==> config.mk <==
export PLATFORM = sky130hd
export DESIGN_NAME = mac_peer_traffic_accounting_flat
export DESIGN_NICKNAME = d
export VERILOG_FILES = /design/src/hdl/mpta_pkg.sv /design/src/hdl/mpta_if.sv /design/src/hdl/mac_peer_traffic_accounting.sv /design/src/hdl/mpta_ram.sv /design/src/hdl/mpta_ctrl.sv /design/src/hdl/mpta_dp.sv /design/src/flat_wrapper.sv
export SDC_FILE = /design/constraint.sdc
export NUM_CORES = 2
export LEC_CHECK = 0
export BUFFER_PORTS_ARGS = -buffer_cell sky130_fd_sc_hd__buf_4
export CELL_PAD_IN_SITES_DETAIL_PLACEMENT = 0
export CELL_PAD_IN_SITES_GLOBAL_PLACEMENT = 1
export CORE_MARGIN = 3
export CORE_UTILIZATION = 40
export CTS_BUF_LIST = sky130_fd_sc_hd__clkbuf_4 sky130_fd_sc_hd__clkbuf_8
export DETAILED_ROUTE_END_ITERATION = 8
export GPL_TIMING_DRIVEN = 0
export PLACE_DENSITY_LB_ADDON = 0.1
export SLEW_MARGIN = 30
export SYNTH_ARGS = -nofsm -noshare
export SYNTH_HDL_FRONTEND = slang
export SYNTH_SLANG_ARGS = --single-unit
==> constraint.sdc <==
create_clock -name clock -period 16.8 [get_ports clock]
set_clock_uncertainty 0.05 [all_clocks]
set_input_delay 0.84 -clock clock [delete_from_list [all_inputs] [get_ports clock]]
set_output_delay 0.84 -clock clock [all_outputs]
set_load 0.01 [all_outputs]
==> src/hdl/mpta_pkg.sv <==
// ----------------------------------------------------------------------------
// mpta_pkg
// Shared types and constants of the MAC peer traffic accounting block.
// ----------------------------------------------------------------------------
package mpta_pkg;

   localparam int MAC_W    = 48;
   localparam int LEN_W    = 16;
   localparam int BYTES_W  = 32;
   localparam int PERIOD_W = 16;

   localparam logic [MAC_W-1:0]   BCAST_MAC   = 48'hFFFF_FFFF_FFFF;
   localparam int                 MCAST_BIT   = 40;
   localparam logic [BYTES_W-1:0] ALARM_RESET = 32'd1048576;

   // input commands
   localparam logic CMD_ACCOUNT = 1'b0;
   localparam logic CMD_REPORT  = 1'b1;

   // result kinds
   localparam logic KIND_TOTALS = 1'b0;
   localparam logic KIND_PEER   = 1'b1;

   // configuration register indexes
   localparam int                CSR_INDEX_W = 1;
   localparam int                CSR_DATA_W  = 48;
   localparam logic [CSR_INDEX_W-1:0] CSR_OWN_MAC         = 1'd0;
   localparam logic [CSR_INDEX_W-1:0] CSR_ALARM_THRESHOLD = 1'd1;

   typedef struct packed {
      logic               command;
      logic [MAC_W-1:0]   src_mac;
      logic [MAC_W-1:0]   dst_mac;
      logic [LEN_W-1:0]   frame_length;
   } req_payload_type;

   typedef struct packed {
      logic                kind;
      logic [PERIOD_W-1:0] period_index;
      logic [BYTES_W-1:0]  total_received;
      logic [BYTES_W-1:0]  total_multicast;
      logic [BYTES_W-1:0]  total_broadcast;
      logic [BYTES_W-1:0]  total_sent;
      logic [MAC_W-1:0]    peer_mac;
      logic [BYTES_W-1:0]  bytes_to_peer;
      logic [BYTES_W-1:0]  bytes_from_peer;
      logic                over_threshold;
      logic                last;
   } rsp_payload_type;

   // one peer table row
   typedef struct packed {
      logic [MAC_W-1:0]   peer_address;
      logic [BYTES_W-1:0] sent_bytes;
      logic [BYTES_W-1:0] received_bytes;
   } peer_row_type;

   // datapath operations issued by the controller
   typedef enum logic [2:0] {
      OP_NONE       = 3'd0,
      OP_LOAD       = 3'd1,
      OP_DECODE     = 3'd2,
      OP_SEARCH     = 3'd3,
      OP_REP_TOTALS = 3'd4,
      OP_REP_READ   = 3'd5,
      OP_REP_EMIT   = 3'd6
   } op_type;

   typedef struct packed {
      logic   take;
      op_type op;
   } ctrl_cmd_type;

   typedef struct packed {
      logic is_report;
      logic counted;
      logic count_zero;
      logic hit;
      logic miss_done;
      logic slot_free;
      logic last_entry;
   } ctrl_status_type;

   // saturating add of a frame length to a peer count
   function automatic logic [BYTES_W-1:0] sat_add(input logic [BYTES_W-1:0] a,
                                                   input logic [LEN_W-1:0]   b);
      logic [BYTES_W:0] sum;
      begin
         sum = {1'b0, a} + {{(BYTES_W+1-LEN_W){1'b0}}, b};
         sat_add = sum[BYTES_W] ? {BYTES_W{1'b1}} : sum[BYTES_W-1:0];
      end
   endfunction

endpackage

==> src/hdl/mpta_if.sv <==
// ----------------------------------------------------------------------------
// mpta_req_if / mpta_rsp_if
// Valid/ready channels for frame requests and report results.
// ----------------------------------------------------------------------------
interface mpta_req_if;
   logic                     valid;
   logic                     ready;
   mpta_pkg::req_payload_type payload;

   modport source (output valid, output payload, input ready);
   modport sink   (input valid, input payload, output ready);
endinterface

interface mpta_rsp_if;
   logic                     valid;
   logic                     ready;
   mpta_pkg::rsp_payload_type payload;

   modport source (output valid, output payload, input ready);
   modport sink   (input valid, input payload, output ready);
endinterface

==> src/hdl/mac_peer_traffic_accounting.sv <==
// ----------------------------------------------------------------------------
// mac_peer_traffic_accounting
// Per-peer MAC byte accounting with period totals and report runs.
// ----------------------------------------------------------------------------
//  channel   direction  handshake            carries
//  req_chan  in         valid/ready          command, src/dst MAC, length
//  rsp_chan  out        valid/ready          totals result, then peer rows
//  csr_*     in         write enable only    own_mac, alarm_threshold
//
//  An account transaction loads in idle, classifies in decode and, for a
//  counted frame, searches the table with one read per cycle until a hit or
//  the last entry; a peer that misses is inserted when there is room. An
//  ignored frame returns from decode to idle. A report emits the totals, then
//  reads and emits each entry; every stall on rsp_chan holds the report.
//  Synchronous active-high reset clears counts, totals and the period number;
//  table rows need no clearing since only rows below the entry count are read.
//  req_chan is ready only in idle; a result waiting in the output register
//  does not block the next request.
// ----------------------------------------------------------------------------
module mac_peer_traffic_accounting #(
   parameter int TABLE_DEPTH = 32
) (
   input  logic                             clock,
   input  logic                             reset,
   mpta_req_if.sink                         req_chan,
   mpta_rsp_if.source                       rsp_chan,
   input  logic                             csr_write_enable,
   input  logic [mpta_pkg::CSR_INDEX_W-1:0] csr_index,
   input  logic [mpta_pkg::CSR_DATA_W-1:0]  csr_write_data
);

   mpta_pkg::ctrl_cmd_type    ctrl_cmd;
   mpta_pkg::ctrl_status_type ctrl_status;

   // request handshake follows the controller
   assign req_chan.ready = ctrl_cmd.take;

   mpta_ctrl u_ctrl (
      .clock    (clock),
      .reset    (reset),
      .req_valid(req_chan.valid),
      .status   (ctrl_status),
      .cmd      (ctrl_cmd)
   );

   mpta_dp #(
      .TABLE_DEPTH(TABLE_DEPTH)
   ) u_dp (
      .clock           (clock),
      .reset           (reset),
      .csr_write_enable(csr_write_enable),
      .csr_index       (csr_index),
      .csr_write_data  (csr_write_data),
      .req_payload     (req_chan.payload),
      .cmd             (ctrl_cmd),
      .status          (ctrl_status),
      .rsp_chan        (rsp_chan)
   );

endmodule

==> src/hdl/mpta_ram.sv <==
// ----------------------------------------------------------------------------
// mpta_ram
// Generic single write port RAM with one registered read port.
// ----------------------------------------------------------------------------
module mpta_ram #(
   parameter int WIDTH  = 8,
   parameter int DEPTH  = 4,
   parameter int ADDR_W = (DEPTH > 1) ? $clog2(DEPTH) : 1
) (
   input  logic              clock,
   input  logic              wr_en,
   input  logic [ADDR_W-1:0] wr_addr,
   input  logic [WIDTH-1:0]  wr_data,
   input  logic [ADDR_W-1:0] rd_addr,
   output logic [WIDTH-1:0]  rd_data
);

   logic [WIDTH-1:0] mem_ff [DEPTH];
   logic [WIDTH-1:0] rd_data_ff;

   // write port
   always_ff @(posedge clock) begin
      if (wr_en) begin
         mem_ff[wr_addr] <= wr_data;
      end
   end

   // registered read port
   always_ff @(posedge clock) begin
      rd_data_ff <= mem_ff[rd_addr];
   end

   assign rd_data = rd_data_ff;

endmodule

==> src/hdl/mpta_ctrl.sv <==
// ----------------------------------------------------------------------------
// mpta_ctrl
// Controller: sequences accept, classify, table search and report output.
// ----------------------------------------------------------------------------
module mpta_ctrl (
   input  logic                      clock,
   input  logic                      reset,
   input  logic                      req_valid,
   input  mpta_pkg::ctrl_status_type status,
   output mpta_pkg::ctrl_cmd_type    cmd
);

   typedef enum logic [5:0] {
      ST_IDLE       = 6'b000001,
      ST_DECODE     = 6'b000010,
      ST_SEARCH     = 6'b000100,
      ST_REP_TOTALS = 6'b001000,
      ST_REP_READ   = 6'b010000,
      ST_REP_EMIT   = 6'b100000
   } state_type;

   state_type state_ff;
   state_type state_in;

   // next state and datapath command
   always_comb begin
      state_in = state_ff;
      cmd.take = 1'b0;
      cmd.op   = mpta_pkg::OP_NONE;
      case (state_ff)
         ST_IDLE: begin
            cmd.take = 1'b1;
            if (req_valid) begin
               cmd.op   = mpta_pkg::OP_LOAD;
               state_in = ST_DECODE;
            end
         end
         ST_DECODE: begin
            cmd.op = mpta_pkg::OP_DECODE;
            if (status.is_report) begin
               state_in = ST_REP_TOTALS;
            end else if (status.counted) begin
               state_in = ST_SEARCH;
            end else begin
               state_in = ST_IDLE;
            end
         end
         ST_SEARCH: begin
            cmd.op = mpta_pkg::OP_SEARCH;
            if (status.hit || status.miss_done) begin
               state_in = ST_IDLE;
            end
         end
         ST_REP_TOTALS: begin
            cmd.op = mpta_pkg::OP_REP_TOTALS;
            if (status.slot_free) begin
               state_in = status.count_zero ? ST_IDLE : ST_REP_READ;
            end
         end
         ST_REP_READ: begin
            cmd.op   = mpta_pkg::OP_REP_READ;
            state_in = ST_REP_EMIT;
         end
         ST_REP_EMIT: begin
            cmd.op = mpta_pkg::OP_REP_EMIT;
            if (status.slot_free) begin
               state_in = status.last_entry ? ST_IDLE : ST_REP_READ;
            end
         end
         default: begin
            state_in = ST_IDLE;
         end
      endcase
   end

   // state register
   always_ff @(posedge clock) begin
      if (reset) begin
         state_ff <= ST_IDLE;
      end else begin
         state_ff <= state_in;
      end
   end

   // a report with an empty table goes straight back to idle
   assert property (@(posedge clock) disable iff (reset)
      (state_ff == ST_REP_TOTALS && status.slot_free && status.count_zero)
      |=> (state_ff == ST_IDLE))
      else $error("empty report did not return to idle");

endmodule

==> src/hdl/mpta_dp.sv <==
// ----------------------------------------------------------------------------
// mpta_dp
// Datapath: config registers, classifier, totals, peer table search and
// insertion, and the result output register.
// ----------------------------------------------------------------------------
module mpta_dp #(
   parameter int TABLE_DEPTH = 32
) (
   input  logic                                   clock,
   input  logic                                   reset,
   input  logic                                   csr_write_enable,
   input  logic [mpta_pkg::CSR_INDEX_W-1:0]       csr_index,
   input  logic [mpta_pkg::CSR_DATA_W-1:0]        csr_write_data,
   input  mpta_pkg::req_payload_type              req_payload,
   input  mpta_pkg::ctrl_cmd_type                 cmd,
   output mpta_pkg::ctrl_status_type              status,
   mpta_rsp_if.source                             rsp_chan
);

   localparam int CW = $clog2(TABLE_DEPTH + 1);
   localparam int IW = (TABLE_DEPTH > 1) ? $clog2(TABLE_DEPTH) : 1;
   localparam int RW = $bits(mpta_pkg::peer_row_type);

   logic [mpta_pkg::MAC_W-1:0]    own_mac_ff;
   logic [mpta_pkg::BYTES_W-1:0]  threshold_ff;
   mpta_pkg::req_payload_type     item_ff;
   logic [mpta_pkg::BYTES_W-1:0]  received_ff;
   logic [mpta_pkg::BYTES_W-1:0]  multicast_ff;
   logic [mpta_pkg::BYTES_W-1:0]  broadcast_ff;
   logic [mpta_pkg::BYTES_W-1:0]  sent_ff;
   logic [mpta_pkg::PERIOD_W-1:0] period_ff;
   logic [CW-1:0]                 count_ff;
   logic [CW-1:0]                 scan_ff;
   logic                          pend_ff;
   logic [IW-1:0]                 pend_idx_ff;
   logic [CW-1:0]                 rep_idx_ff;
   logic                          rsp_valid_ff;
   mpta_pkg::rsp_payload_type     rsp_payload_ff;

   logic                          is_sent;
   logic                          is_unicast;
   logic                          is_broadcast;
   logic                          is_multicast;
   logic                          counted;
   logic [mpta_pkg::MAC_W-1:0]    peer;
   logic [mpta_pkg::BYTES_W-1:0]  len32;
   logic                          issue;
   logic                          hit;
   logic                          miss_done;
   logic                          slot_free;
   logic                          last_entry;
   logic                          table_full;
   logic                          clear_period;
   logic                          load_totals;
   logic                          load_entry;
   logic                          wr_en;
   logic [IW-1:0]                 wr_addr;
   mpta_pkg::peer_row_type        wr_row;
   logic [IW-1:0]                 rd_addr;
   logic [RW-1:0]                 rd_data;
   mpta_pkg::peer_row_type        rd_row;

   // configuration registers
   always_ff @(posedge clock) begin
      if (reset) begin
         own_mac_ff   <= '0;
         threshold_ff <= mpta_pkg::ALARM_RESET;
      end else if (csr_write_enable) begin
         case (csr_index)
            mpta_pkg::CSR_OWN_MAC:         own_mac_ff   <= csr_write_data;
            mpta_pkg::CSR_ALARM_THRESHOLD: threshold_ff <= csr_write_data[mpta_pkg::BYTES_W-1:0];
            default: ;
         endcase
      end
   end

   // latched transaction
   always_ff @(posedge clock) begin
      if (cmd.op == mpta_pkg::OP_LOAD) begin
         item_ff <= req_payload;
      end
   end

   // frame classification, in priority order
   always_comb begin
      is_sent      = (item_ff.src_mac == own_mac_ff);
      is_unicast   = !is_sent && (item_ff.dst_mac == own_mac_ff);
      is_broadcast = !is_sent && !is_unicast && (item_ff.dst_mac == mpta_pkg::BCAST_MAC);
      is_multicast = !is_sent && !is_unicast && !is_broadcast
                     && item_ff.dst_mac[mpta_pkg::MCAST_BIT];
      counted      = is_sent || is_unicast || is_broadcast || is_multicast;
      peer         = is_sent ? item_ff.dst_mac : item_ff.src_mac;
      len32        = {{(mpta_pkg::BYTES_W-mpta_pkg::LEN_W){1'b0}}, item_ff.frame_length};
   end

   // search and report control terms
   assign rd_row     = mpta_pkg::peer_row_type'(rd_data);
   assign issue      = (scan_ff < count_ff);
   assign hit        = pend_ff && (rd_row.peer_address == peer);
   assign miss_done  = !pend_ff && !issue;
   assign table_full = (count_ff >= CW'(TABLE_DEPTH));
   assign slot_free  = !rsp_valid_ff || rsp_chan.ready;
   assign last_entry = ((rep_idx_ff + CW'(1)) == count_ff);
   assign load_totals = (cmd.op == mpta_pkg::OP_REP_TOTALS) && slot_free;
   assign load_entry  = (cmd.op == mpta_pkg::OP_REP_EMIT) && slot_free;
   assign clear_period = (load_totals && (count_ff == '0)) || (load_entry && last_entry);

   // table write: update on hit, insert on miss when there is room
   always_comb begin
      wr_en   = 1'b0;
      wr_addr = pend_idx_ff;
      wr_row  = rd_row;
      if (cmd.op == mpta_pkg::OP_SEARCH) begin
         if (hit) begin
            wr_en = 1'b1;
            if (is_sent) begin
               wr_row.sent_bytes = mpta_pkg::sat_add(rd_row.sent_bytes, item_ff.frame_length);
            end else begin
               wr_row.received_bytes =
                  mpta_pkg::sat_add(rd_row.received_bytes, item_ff.frame_length);
            end
         end else if (miss_done && !table_full) begin
            wr_en                 = 1'b1;
            wr_addr               = count_ff[IW-1:0];
            wr_row.peer_address   = peer;
            wr_row.sent_bytes     = is_sent ? len32 : '0;
            wr_row.received_bytes = is_sent ? '0 : len32;
         end
      end
   end

   assign rd_addr = (cmd.op == mpta_pkg::OP_SEARCH) ? scan_ff[IW-1:0] : rep_idx_ff[IW-1:0];

   // totals, entry count and period number
   always_ff @(posedge clock) begin
      if (reset) begin
         received_ff  <= '0;
         multicast_ff <= '0;
         broadcast_ff <= '0;
         sent_ff      <= '0;
         count_ff     <= '0;
         period_ff    <= '0;
      end else begin
         if ((cmd.op == mpta_pkg::OP_DECODE) && (item_ff.command == mpta_pkg::CMD_ACCOUNT)) begin
            if (is_sent) begin
               sent_ff <= sent_ff + len32;
            end
            if (is_unicast || is_broadcast || is_multicast) begin
               received_ff <= received_ff + len32;
            end
            if (is_broadcast) begin
               broadcast_ff <= broadcast_ff + len32;
            end
            if (is_multicast) begin
               multicast_ff <= multicast_ff + len32;
            end
         end
         if ((cmd.op == mpta_pkg::OP_SEARCH) && miss_done && !hit && !table_full) begin
            count_ff <= count_ff + CW'(1);
         end
         if (load_totals) begin
            period_ff <= period_ff + mpta_pkg::PERIOD_W'(1);
         end
         if (clear_period) begin
            received_ff  <= '0;
            multicast_ff <= '0;
            broadcast_ff <= '0;
            sent_ff      <= '0;
            count_ff     <= '0;
         end
      end
   end

   // search pointer and in-flight read tracking
   always_ff @(posedge clock) begin
      if (reset) begin
         scan_ff     <= '0;
         pend_ff     <= 1'b0;
         pend_idx_ff <= '0;
         rep_idx_ff  <= '0;
      end else begin
         case (cmd.op)
            mpta_pkg::OP_DECODE: begin
               scan_ff    <= '0;
               pend_ff    <= 1'b0;
               rep_idx_ff <= '0;
            end
            mpta_pkg::OP_SEARCH: begin
               pend_ff     <= issue;
               pend_idx_ff <= scan_ff[IW-1:0];
               if (issue) begin
                  scan_ff <= scan_ff + CW'(1);
               end
            end
            mpta_pkg::OP_REP_EMIT: begin
               if (slot_free && !last_entry) begin
                  rep_idx_ff <= rep_idx_ff + CW'(1);
               end
            end
            default: ;
         endcase
      end
   end

   // result output register
   always_ff @(posedge clock) begin
      if (reset) begin
         rsp_valid_ff <= 1'b0;
      end else if (load_totals || load_entry) begin
         rsp_valid_ff <= 1'b1;
      end else if (rsp_chan.ready) begin
         rsp_valid_ff <= 1'b0;
      end
   end

   always_ff @(posedge clock) begin
      if (load_totals) begin
         rsp_payload_ff                 <= '0;
         rsp_payload_ff.kind            <= mpta_pkg::KIND_TOTALS;
         rsp_payload_ff.period_index    <= period_ff + mpta_pkg::PERIOD_W'(1);
         rsp_payload_ff.total_received  <= received_ff;
         rsp_payload_ff.total_multicast <= multicast_ff;
         rsp_payload_ff.total_broadcast <= broadcast_ff;
         rsp_payload_ff.total_sent      <= sent_ff;
         rsp_payload_ff.last            <= (count_ff == '0);
      end else if (load_entry) begin
         rsp_payload_ff                 <= '0;
         rsp_payload_ff.kind            <= mpta_pkg::KIND_PEER;
         rsp_payload_ff.period_index    <= period_ff;
         rsp_payload_ff.peer_mac        <= rd_row.peer_address;
         rsp_payload_ff.bytes_to_peer   <= rd_row.sent_bytes;
         rsp_payload_ff.bytes_from_peer <= rd_row.received_bytes;
         rsp_payload_ff.over_threshold  <= (rd_row.sent_bytes > threshold_ff)
                                           || (rd_row.received_bytes > threshold_ff);
         rsp_payload_ff.last            <= last_entry;
      end
   end

   assign rsp_chan.valid   = rsp_valid_ff;
   assign rsp_chan.payload = rsp_payload_ff;

   // peer table storage
   mpta_ram #(
      .WIDTH (RW),
      .DEPTH (TABLE_DEPTH),
      .ADDR_W(IW)
   ) u_table (
      .clock  (clock),
      .wr_en  (wr_en),
      .wr_addr(wr_addr),
      .wr_data(wr_row),
      .rd_addr(rd_addr),
      .rd_data(rd_data)
   );

   // status to the controller
   always_comb begin
      status.is_report  = (item_ff.command == mpta_pkg::CMD_REPORT);
      status.counted    = counted;
      status.count_zero = (count_ff == '0);
      status.hit        = hit;
      status.miss_done  = miss_done;
      status.slot_free  = slot_free;
      status.last_entry = last_entry;
   end

   // entry count never passes the table depth
   assert property (@(posedge clock) disable iff (reset)
      count_ff <= CW'(TABLE_DEPTH))
      else $error("peer entry count beyond table depth");

   // the table is written only while searching
   assert property (@(posedge clock) disable iff (reset)
      wr_en |-> (cmd.op == mpta_pkg::OP_SEARCH))
      else $error("table write outside search");

   // a loaded result is presented in the next cycle
   assert property (@(posedge clock) disable iff (reset)
      (load_totals || load_entry) |=> rsp_valid_ff)
      else $error("loaded result not presented");

   // a finished report leaves the table and totals empty
   assert property (@(posedge clock) disable iff (reset)
      clear_period |=> (count_ff == '0 && sent_ff == '0 && received_ff == '0))
      else $error("report did not clear the period state");

endmodule
==> src/flat_wrapper.sv <==
// flat-port wrapper written by rule: the top's interface ports become plain ports
module mac_peer_traffic_accounting_flat 
#(
   parameter int TABLE_DEPTH = 32
)
  (clock, reset, csr_write_enable, csr_index, csr_write_data, req_chan_valid, req_chan_payload, req_chan_ready, rsp_chan_valid, rsp_chan_payload, rsp_chan_ready);
  mpta_req_if req_chan_i ();
  mpta_rsp_if rsp_chan_i ();
  input  logic clock;
  input  logic reset;
  input  logic csr_write_enable;
  input  logic [mpta_pkg::CSR_INDEX_W-1:0] csr_index;
  input  logic [mpta_pkg::CSR_DATA_W-1:0] csr_write_data;
  input wire logic [$bits(req_chan_i.valid)-1:0] req_chan_valid;
  input wire logic [$bits(req_chan_i.payload)-1:0] req_chan_payload;
  output wire logic [$bits(req_chan_i.ready)-1:0] req_chan_ready;
  output wire logic [$bits(rsp_chan_i.valid)-1:0] rsp_chan_valid;
  output wire logic [$bits(rsp_chan_i.payload)-1:0] rsp_chan_payload;
  input wire logic [$bits(rsp_chan_i.ready)-1:0] rsp_chan_ready;
  assign req_chan_i.valid = req_chan_valid;
  assign req_chan_i.payload = req_chan_payload;
  assign req_chan_ready = req_chan_i.ready;
  assign rsp_chan_valid = rsp_chan_i.valid;
  assign rsp_chan_payload = rsp_chan_i.payload;
  assign rsp_chan_i.ready = rsp_chan_ready;
  mac_peer_traffic_accounting #(.TABLE_DEPTH(TABLE_DEPTH)) u_core (.clock(clock), .reset(reset), .req_chan(req_chan_i), .rsp_chan(rsp_chan_i), .csr_write_enable(csr_write_enable), .csr_index(csr_index), .csr_write_data(csr_write_data));
endmodule
After elaboration in Yosys (flattened, before gate mapping)
Memory sizes are Yosys's and may differ from the RTL's. A register that Yosys moved wholly into a read port is not among the register bits.
Cells that the tools add are included.
{"block": "totals", "ff_bits": 627, "ram_bits": 3584, "input_bits": 167, "output_inout_bits": 261, "wordCells": 160, "mem_count": 1}
{"block": "classes", "addsub": 10, "n_lt_le_gt_ge": 4, "n_eq_ne": 22, "muxes": 41, "bitwise": 2, "reduce_logical": 51}
{"memory": "u_core.u_dp.u_table.mem_ff", "depth": 32, "word_bits": 112, "rd": 1, "rd_ports_with_merged_regs": 1, "write_ports": 1, "line": "mpta_ram.sv:18", "rtl": "logic [WIDTH-1:0] mem_ff [DEPTH];"}
{"cell": "$mux 258", "count": 2}
{"cell": "$mux 112", "count": 2}
{"cell": "$eq 48x48->1", "count": 3}
{"cell": "$add 32x16->32", "count": 4}
{"cell": "$mux 32", "count": 4}
{"cell": "$mux 48", "count": 2}
{"cell": "$add 32x16->33", "count": 2}
{"cell": "$gt 32x32->1", "count": 2}
{"cell": "$mux 64", "count": 1}
{"cell": "$eq 48x48->1 const B", "count": 1}
{"cell": "$mux 6", "count": 7}
{"cell": "$pmux 6 s6", "count": 1}
{"cell": "$mux 16", "count": 2}
{"cell": "$mux 5", "count": 6}
{"cell": "$pmux 6 s2", "count": 2}
{"cell": "$add 6x1->6 const B", "count": 3}
{"cell": "$pmux 3 s6", "count": 1}
{"cell": "$logic_and 1x1->1", "count": 17}
{"cell": "$add 16x1->16 const B", "count": 1}
{"cell": "$reduce_and 2->1", "count": 8}
{"cell": "$logic_or 1x1->1", "count": 10}
{"cell": "$ne 2x2->1 const B", "count": 5}
{"cell": "$logic_not 1->1", "count": 9}
{"cell": "$mux 1", "count": 9}
{"cell": "20 further kinds", "count": 26}

Longest topological paths before layout
{"block": "logic_depth", "depth_word": 13, "ltp_mapped": 16, "ltp_nobuf": 14}

Hierarchy
Synthesis repeated with hierarchy kept, for this count alone.
{"block": "hier_totals", "hier_cells": 10294, "area_unflattened_um2": 172772.0}
{"module": "mpta_ram", "n_inst": 1, "cells_per_inst": 6524, "area_per_inst_um2": 138226.3, "seq_area_each_um2": 109865.4}
{"module": "mpta_dp", "n_inst": 1, "cells_per_inst": 3716, "area_per_inst_um2": 34093.9, "seq_area_each_um2": 15014.4}
{"module": "mpta_ctrl", "n_inst": 1, "cells_per_inst": 54, "area_per_inst_um2": 451.7, "seq_area_each_um2": 120.1}

Least setup slack after synthesis
OpenSTA, ideal clock, no wires.
{"block": "synth_timing", "path_type": "register to register", "startpoint": "register u_core.u_dp.item_ff[76] (netlist name)", "endpoint": "memory u_core.u_dp.u_table.mem_ff[19][0] (netlist name), enable pin", "arrival_ns": 8.086, "required_time_ns": 16.165, "slack_ns": 8.079, "stages_incl_launch_ff": 11, "cell_sequence": "edfxtp_1 > xor2_1 > nor4_1 > nand4_2 > o31ai_1 > a21oi_1 > a2111o_1 > or4_4 > nor4b_2 > a41oi_1 > nor2_1"}
{"block": "synth_between", "elab_chain_len": 8, "word_cells_on_any_way": 10, "cone_classes": "2 x eq/ne; 7 x mux; 1 x reduce/logical"}
{"item": "from (decl)", "line": "mpta_dp.sv:26", "rtl": "mpta_pkg::req_payload_type item_ff;"}
{"item": "from (signal assigned)", "line": "mpta_dp.sv:80", "rtl": "item_ff <= req_payload;"}
{"item": "$eq 48x48->1", "line": "mpta_dp.sv:86", "rtl": "is_sent = (item_ff.src_mac == own_mac_ff);"}
{"item": "$mux 48 *", "line": "mpta_dp.sv:92", "rtl": "peer = is_sent ? item_ff.dst_mac : item_ff.src_mac;"}
{"item": "$eq 48x48->1 *", "line": "mpta_dp.sv:99", "rtl": "assign hit = pend_ff && (rd_row.peer_address == peer);"}
{"item": "$logic_and 1x1->1 *", "line": "mpta_dp.sv:99"}
{"item": "$mux 1", "line": "mpta_dp.sv:114", "rtl": "if (hit) begin"}
{"item": "$mux 1", "line": "mpta_dp.sv:113", "rtl": "if (cmd.op == mpta_pkg::OP_SEARCH) begin"}
{"item": "$mux 1", "line": "mpta_ram.sv:23", "rtl": "if (wr_en) begin"}
{"item": "$mux 1 (implied by the code)", "line": "mpta_ram.sv:24", "rtl": "mem_ff[wr_addr] <= wr_data;"}
{"item": "to (decl)", "line": "mpta_ram.sv:18"}
Every way passes the cells marked *; elsewhere a longest branch is shown, timed or not.

Worst setup path in the final report
{"block": "layout_timing", "startpoint": "register u_core.u_dp.item_ff[111] (netlist name)", "endpoint": "memory u_core.u_dp.u_table.mem_ff[23][29] (netlist name) (data pin)"}
{"block": "layout_between", "elab_chain_len": 6, "word_cells_on_any_way": 7, "cone_classes": "2 x eq/ne; 4 x mux; 1 x reduce/logical"}
{"item": "$eq 48x48->1", "line": "mpta_dp.sv:86"}
{"item": "$mux 48", "line": "mpta_dp.sv:92"}
{"item": "$eq 48x48->1", "line": "mpta_dp.sv:99"}
{"item": "$logic_and 1x1->1", "line": "mpta_dp.sv:99"}
{"item": "$mux 64 *", "line": "mpta_dp.sv:114"}
{"item": "$mux 112 *", "line": "mpta_dp.sv:113"}
{"item": "via u_core.u_dp.u_table.wr_data[29]", "line": "mpta_ram.sv:13", "rtl": "input logic [WIDTH-1:0] wr_data,"}
The timed path passes the listed nets; every way through them passes the cells marked *.

==> results by group <==
Setup path
  – Crit-path max FO: 32
  – Critical Path Start Type: flip-flop
  – Critical Path RT: 17.68 ns
  – Reg2reg setup slack: 8.75 ns
  – CP Capture Type: flip-flop
  – Arr. time, crit path: roughly 8.9 ns
  – Crit Path Category: flip-flop to flip-flop

Drt
  – Post-route DRC: 0
  – DR pass1 iterations: 6
  – Detailed Route WL: 621600 µm
  – Final ANT Viol Nets: 0
  – Vias per cell: 5.705
  – DR iter-0 viols: about 12000
  – Wire per inst: 33.32 µm
  – Via count: 106400

Die
  – Die area: 439800 µm²
  – Num rows: 240
  – Core Region: 428800 µm²
  – Chip height: 663.1 µm
  – Initial Util: 0.4028
  – Die Width: 663.1 µm
  – Io pins: 428

Clock network
  – TritonCTS clock tree: built
  – Clk_lat worst skew: 1.25 ns
  – Htree depth: 6
  – CTS max path bufs: 4
  – CTS buffer count: 725
  – CTS sink count: 4323
  – Root Buffer Master: clkbuf_8
  – Clk slew on worst S/H paths: 0.06 ns
  – Hold buffer count at CTS: 163
  – Post-CTS resize count: 0
  – Postcts setup bufs: 0

Synthesis
  – Top post-synthesis cells by area: edfxtp_1 (67%), mux4_2 (12%), dfxtp_1 (5.6%), nand2_1 (3.6%), nand3_1 (1.8%)
  – Commonest cells post-synth: edfxtp_1 (3842), nand2_1 (1656), mux4_2 (896)
  – Instance count of the mapped netlist: 10520
  – Syn avg cell area: 16.41 µm²
  – Syn nets: 10870
  – #FFs+latches synth: 4323
  – Synth area leader: edfxtp_1
  – Cell Area, Synth: 172700 µm²
  – Warnings, synthesis: 0
  – Synth unique cells: 85
  – Post-synth ARST share: 0
  – EDFF count, synth: 3842
  – Yosys top cell area share: 0.6679
  – Top FF cell, synth: edfxtp_1
  – Most frequent cell after synthesis: edfxtp_1
  – Seq/Total Area, Yosys: 0.7236

Timing
  – Final setup fails: 0
  – Final period utilization: 0.4792
  – FMAX: 124.2 MHz
  – Worst Slack Setup Final: 8.749 ns
  – Worst Max-Slew Pin Slew: about 1.2 ns
  – Minimum clock period: 8.051 ns
  – Max Transition Viols Final: 0
  – Fin. Hold Viols: 0
  – Setup TNS: 0 ns
  – RSZ-0062 raised after global routing: no
  – Relative slew margins: 0.2038

Run status
  – Outcome: complete, no violations

Finish
  – Finished Layout Cells: 18660
  – Post-layout util: 0.4946
  – Fill cells: 36320
  – Layout area overhead: 22.79%
  – Share of cells above drive strength 1: 0.2617
  – Layout net count: ~13000
  – Area occupied by multi-input gates: 46670 µm²
  – Storage cell area: about 130000 µm²
  – Post-route cell area: 212100 µm²

Pwr
  – Worst vdd ir: ~77 µV
  – Cell Pwr Density: 104.3 nW/µm²
  – P_leak: 73.19 nW

GRT
  – Largest net degree at the start of global routing: 48
  – Vias in the first global route: roughly 110k
  – Grt total ovfl: 0
  – First-pass GRT wire length: 854300 µm
  – Initial antenna violation count: 62
  – Total GRT Usage: 0.2784

Flow run
  – Total of max-cap violations: 0

Min path
  – HP Class: input port to flip-flop

Placement
  – Post-DP HPWL: ~460000 µm
  – Dpl ws: 9.202 ns
  – Placer Congestion: ~0.95
  – Inst Count DP: 17100
  – IO Port Bufs: 426
  – DP Area: 195500 µm²
## through the flow
step	total power, mW	hold WS (ns)
global route	22.86	0.1628
global placement	12.74	0.3972
floorplan	12.35	0.3819
finish	22.13	0.2319
CTS	22.31	0.08577
detailed placement	12.79	0.3998
## kinds of logic (layout without fill, tap and decap cells)
family          after synthesis  count (layout)  synth area share
other cells                   0              41                 0
buf+inv                     707            3113           0.01562
mux                         955             955            0.1203
compound gates              966             966           0.03310
flops                      4323            4323            0.7236
xor+xnor                    263             263           0.01334
simple gates               3134            3134           0.08100
fa+ha+maj                   176             176           0.01301
## critical path, cell delays in order, from the launching register on
cell       delay (ns)
edfxtp_1         0.52
xor2_1           0.23
nor4_1           0.77
nand4_2          0.53
nor3_2           0.38
buf_4            0.32
buf_4            0.38
nor3_1           0.08
a2111oi_0        1.01
nand4_1          0.58
nor4b_4          0.39
buf_4            0.25
buf_4            0.23
clkbuf_1         0.83
nand3_1          0.27
mux2i_1          0.23
nor2_4           0.60
## placed cells by master (no fill, tap or decap), drive strengths merged, types with 159 or more instances in the layout
cell type,instances
edfxtp,3842
nand2,1656
clkbuf,1485
buf,1061
mux4,896
nand3,632
dfxtp,481
a21oi,378
nor2,316
o21ai,264
clkinv,211
xor2,185
inv,171
ha,170
dlygate4sd3,163
and3,159
## flip-flops by register name (all words and copies together), names as in the netlist, 16 cells and up
name                          flops
u_core.u_dp.own_mac_ff           48
u_core.u_dp.multicast_ff         32
u_core.u_dp.u_table.rd_data     112
u_core.u_dp.rsp_chan.payload    259
u_core.u_dp.period_ff            16
u_core.u_dp.sent_ff              32
u_core.u_dp.item_ff             112
u_core.u_dp.threshold_ff         32
u_core.u_dp.broadcast_ff         32
u_core.u_dp.received_ff          32
u_core.u_dp.u_table.mem_ff     3584
## path summary, 6_finish.rpt
path | startpoint | cells after the start | endpoint
min | csr_index | 5 | u_core.u_dp.threshold_ff[31]
min reg2reg | u_core.u_dp.rsp_chan.payload[13] | 2 | u_core.u_dp.rsp_chan.payload[13]
max reg2reg | u_core.u_dp.item_ff[111] | 16 | u_core.u_dp.u_table.mem_ff[23][29]
max | u_core.u_dp.item_ff[111] | 16 | u_core.u_dp.u_table.mem_ff[23][29]
## area by class of cell
type,instances,share of cell area
clock inverters,270,0.008595
inverters,134,0.002371
clock buffers,1079,0.06105
diodes,41,0.0004837
well taps,5687,0.03355
multi-input cells,5494,0.2200
flip-flops and latches,4323,0.5894
repair buffers,1057,0.07284
plain buffers,573,0.01173
## metal layers
metal	GRT usage	share of wire	up-vias
li1	-	-	44720
met1	0.3769	0.41	55860
met2	0.4389	0.46	4785
met3	0.05055	0.076	1055
met4	0.1291	0.052	26
met5	0	0.00028	-
## report_power, final
group | switching (mW) | internal (mW)
Combinational | 0.486 | 0.282
Sequential | 0.181 | 11.7
Clock | 4.41 | 5.11
Total | 5.07 | 17.1
(Power assumes the default switching activity.)
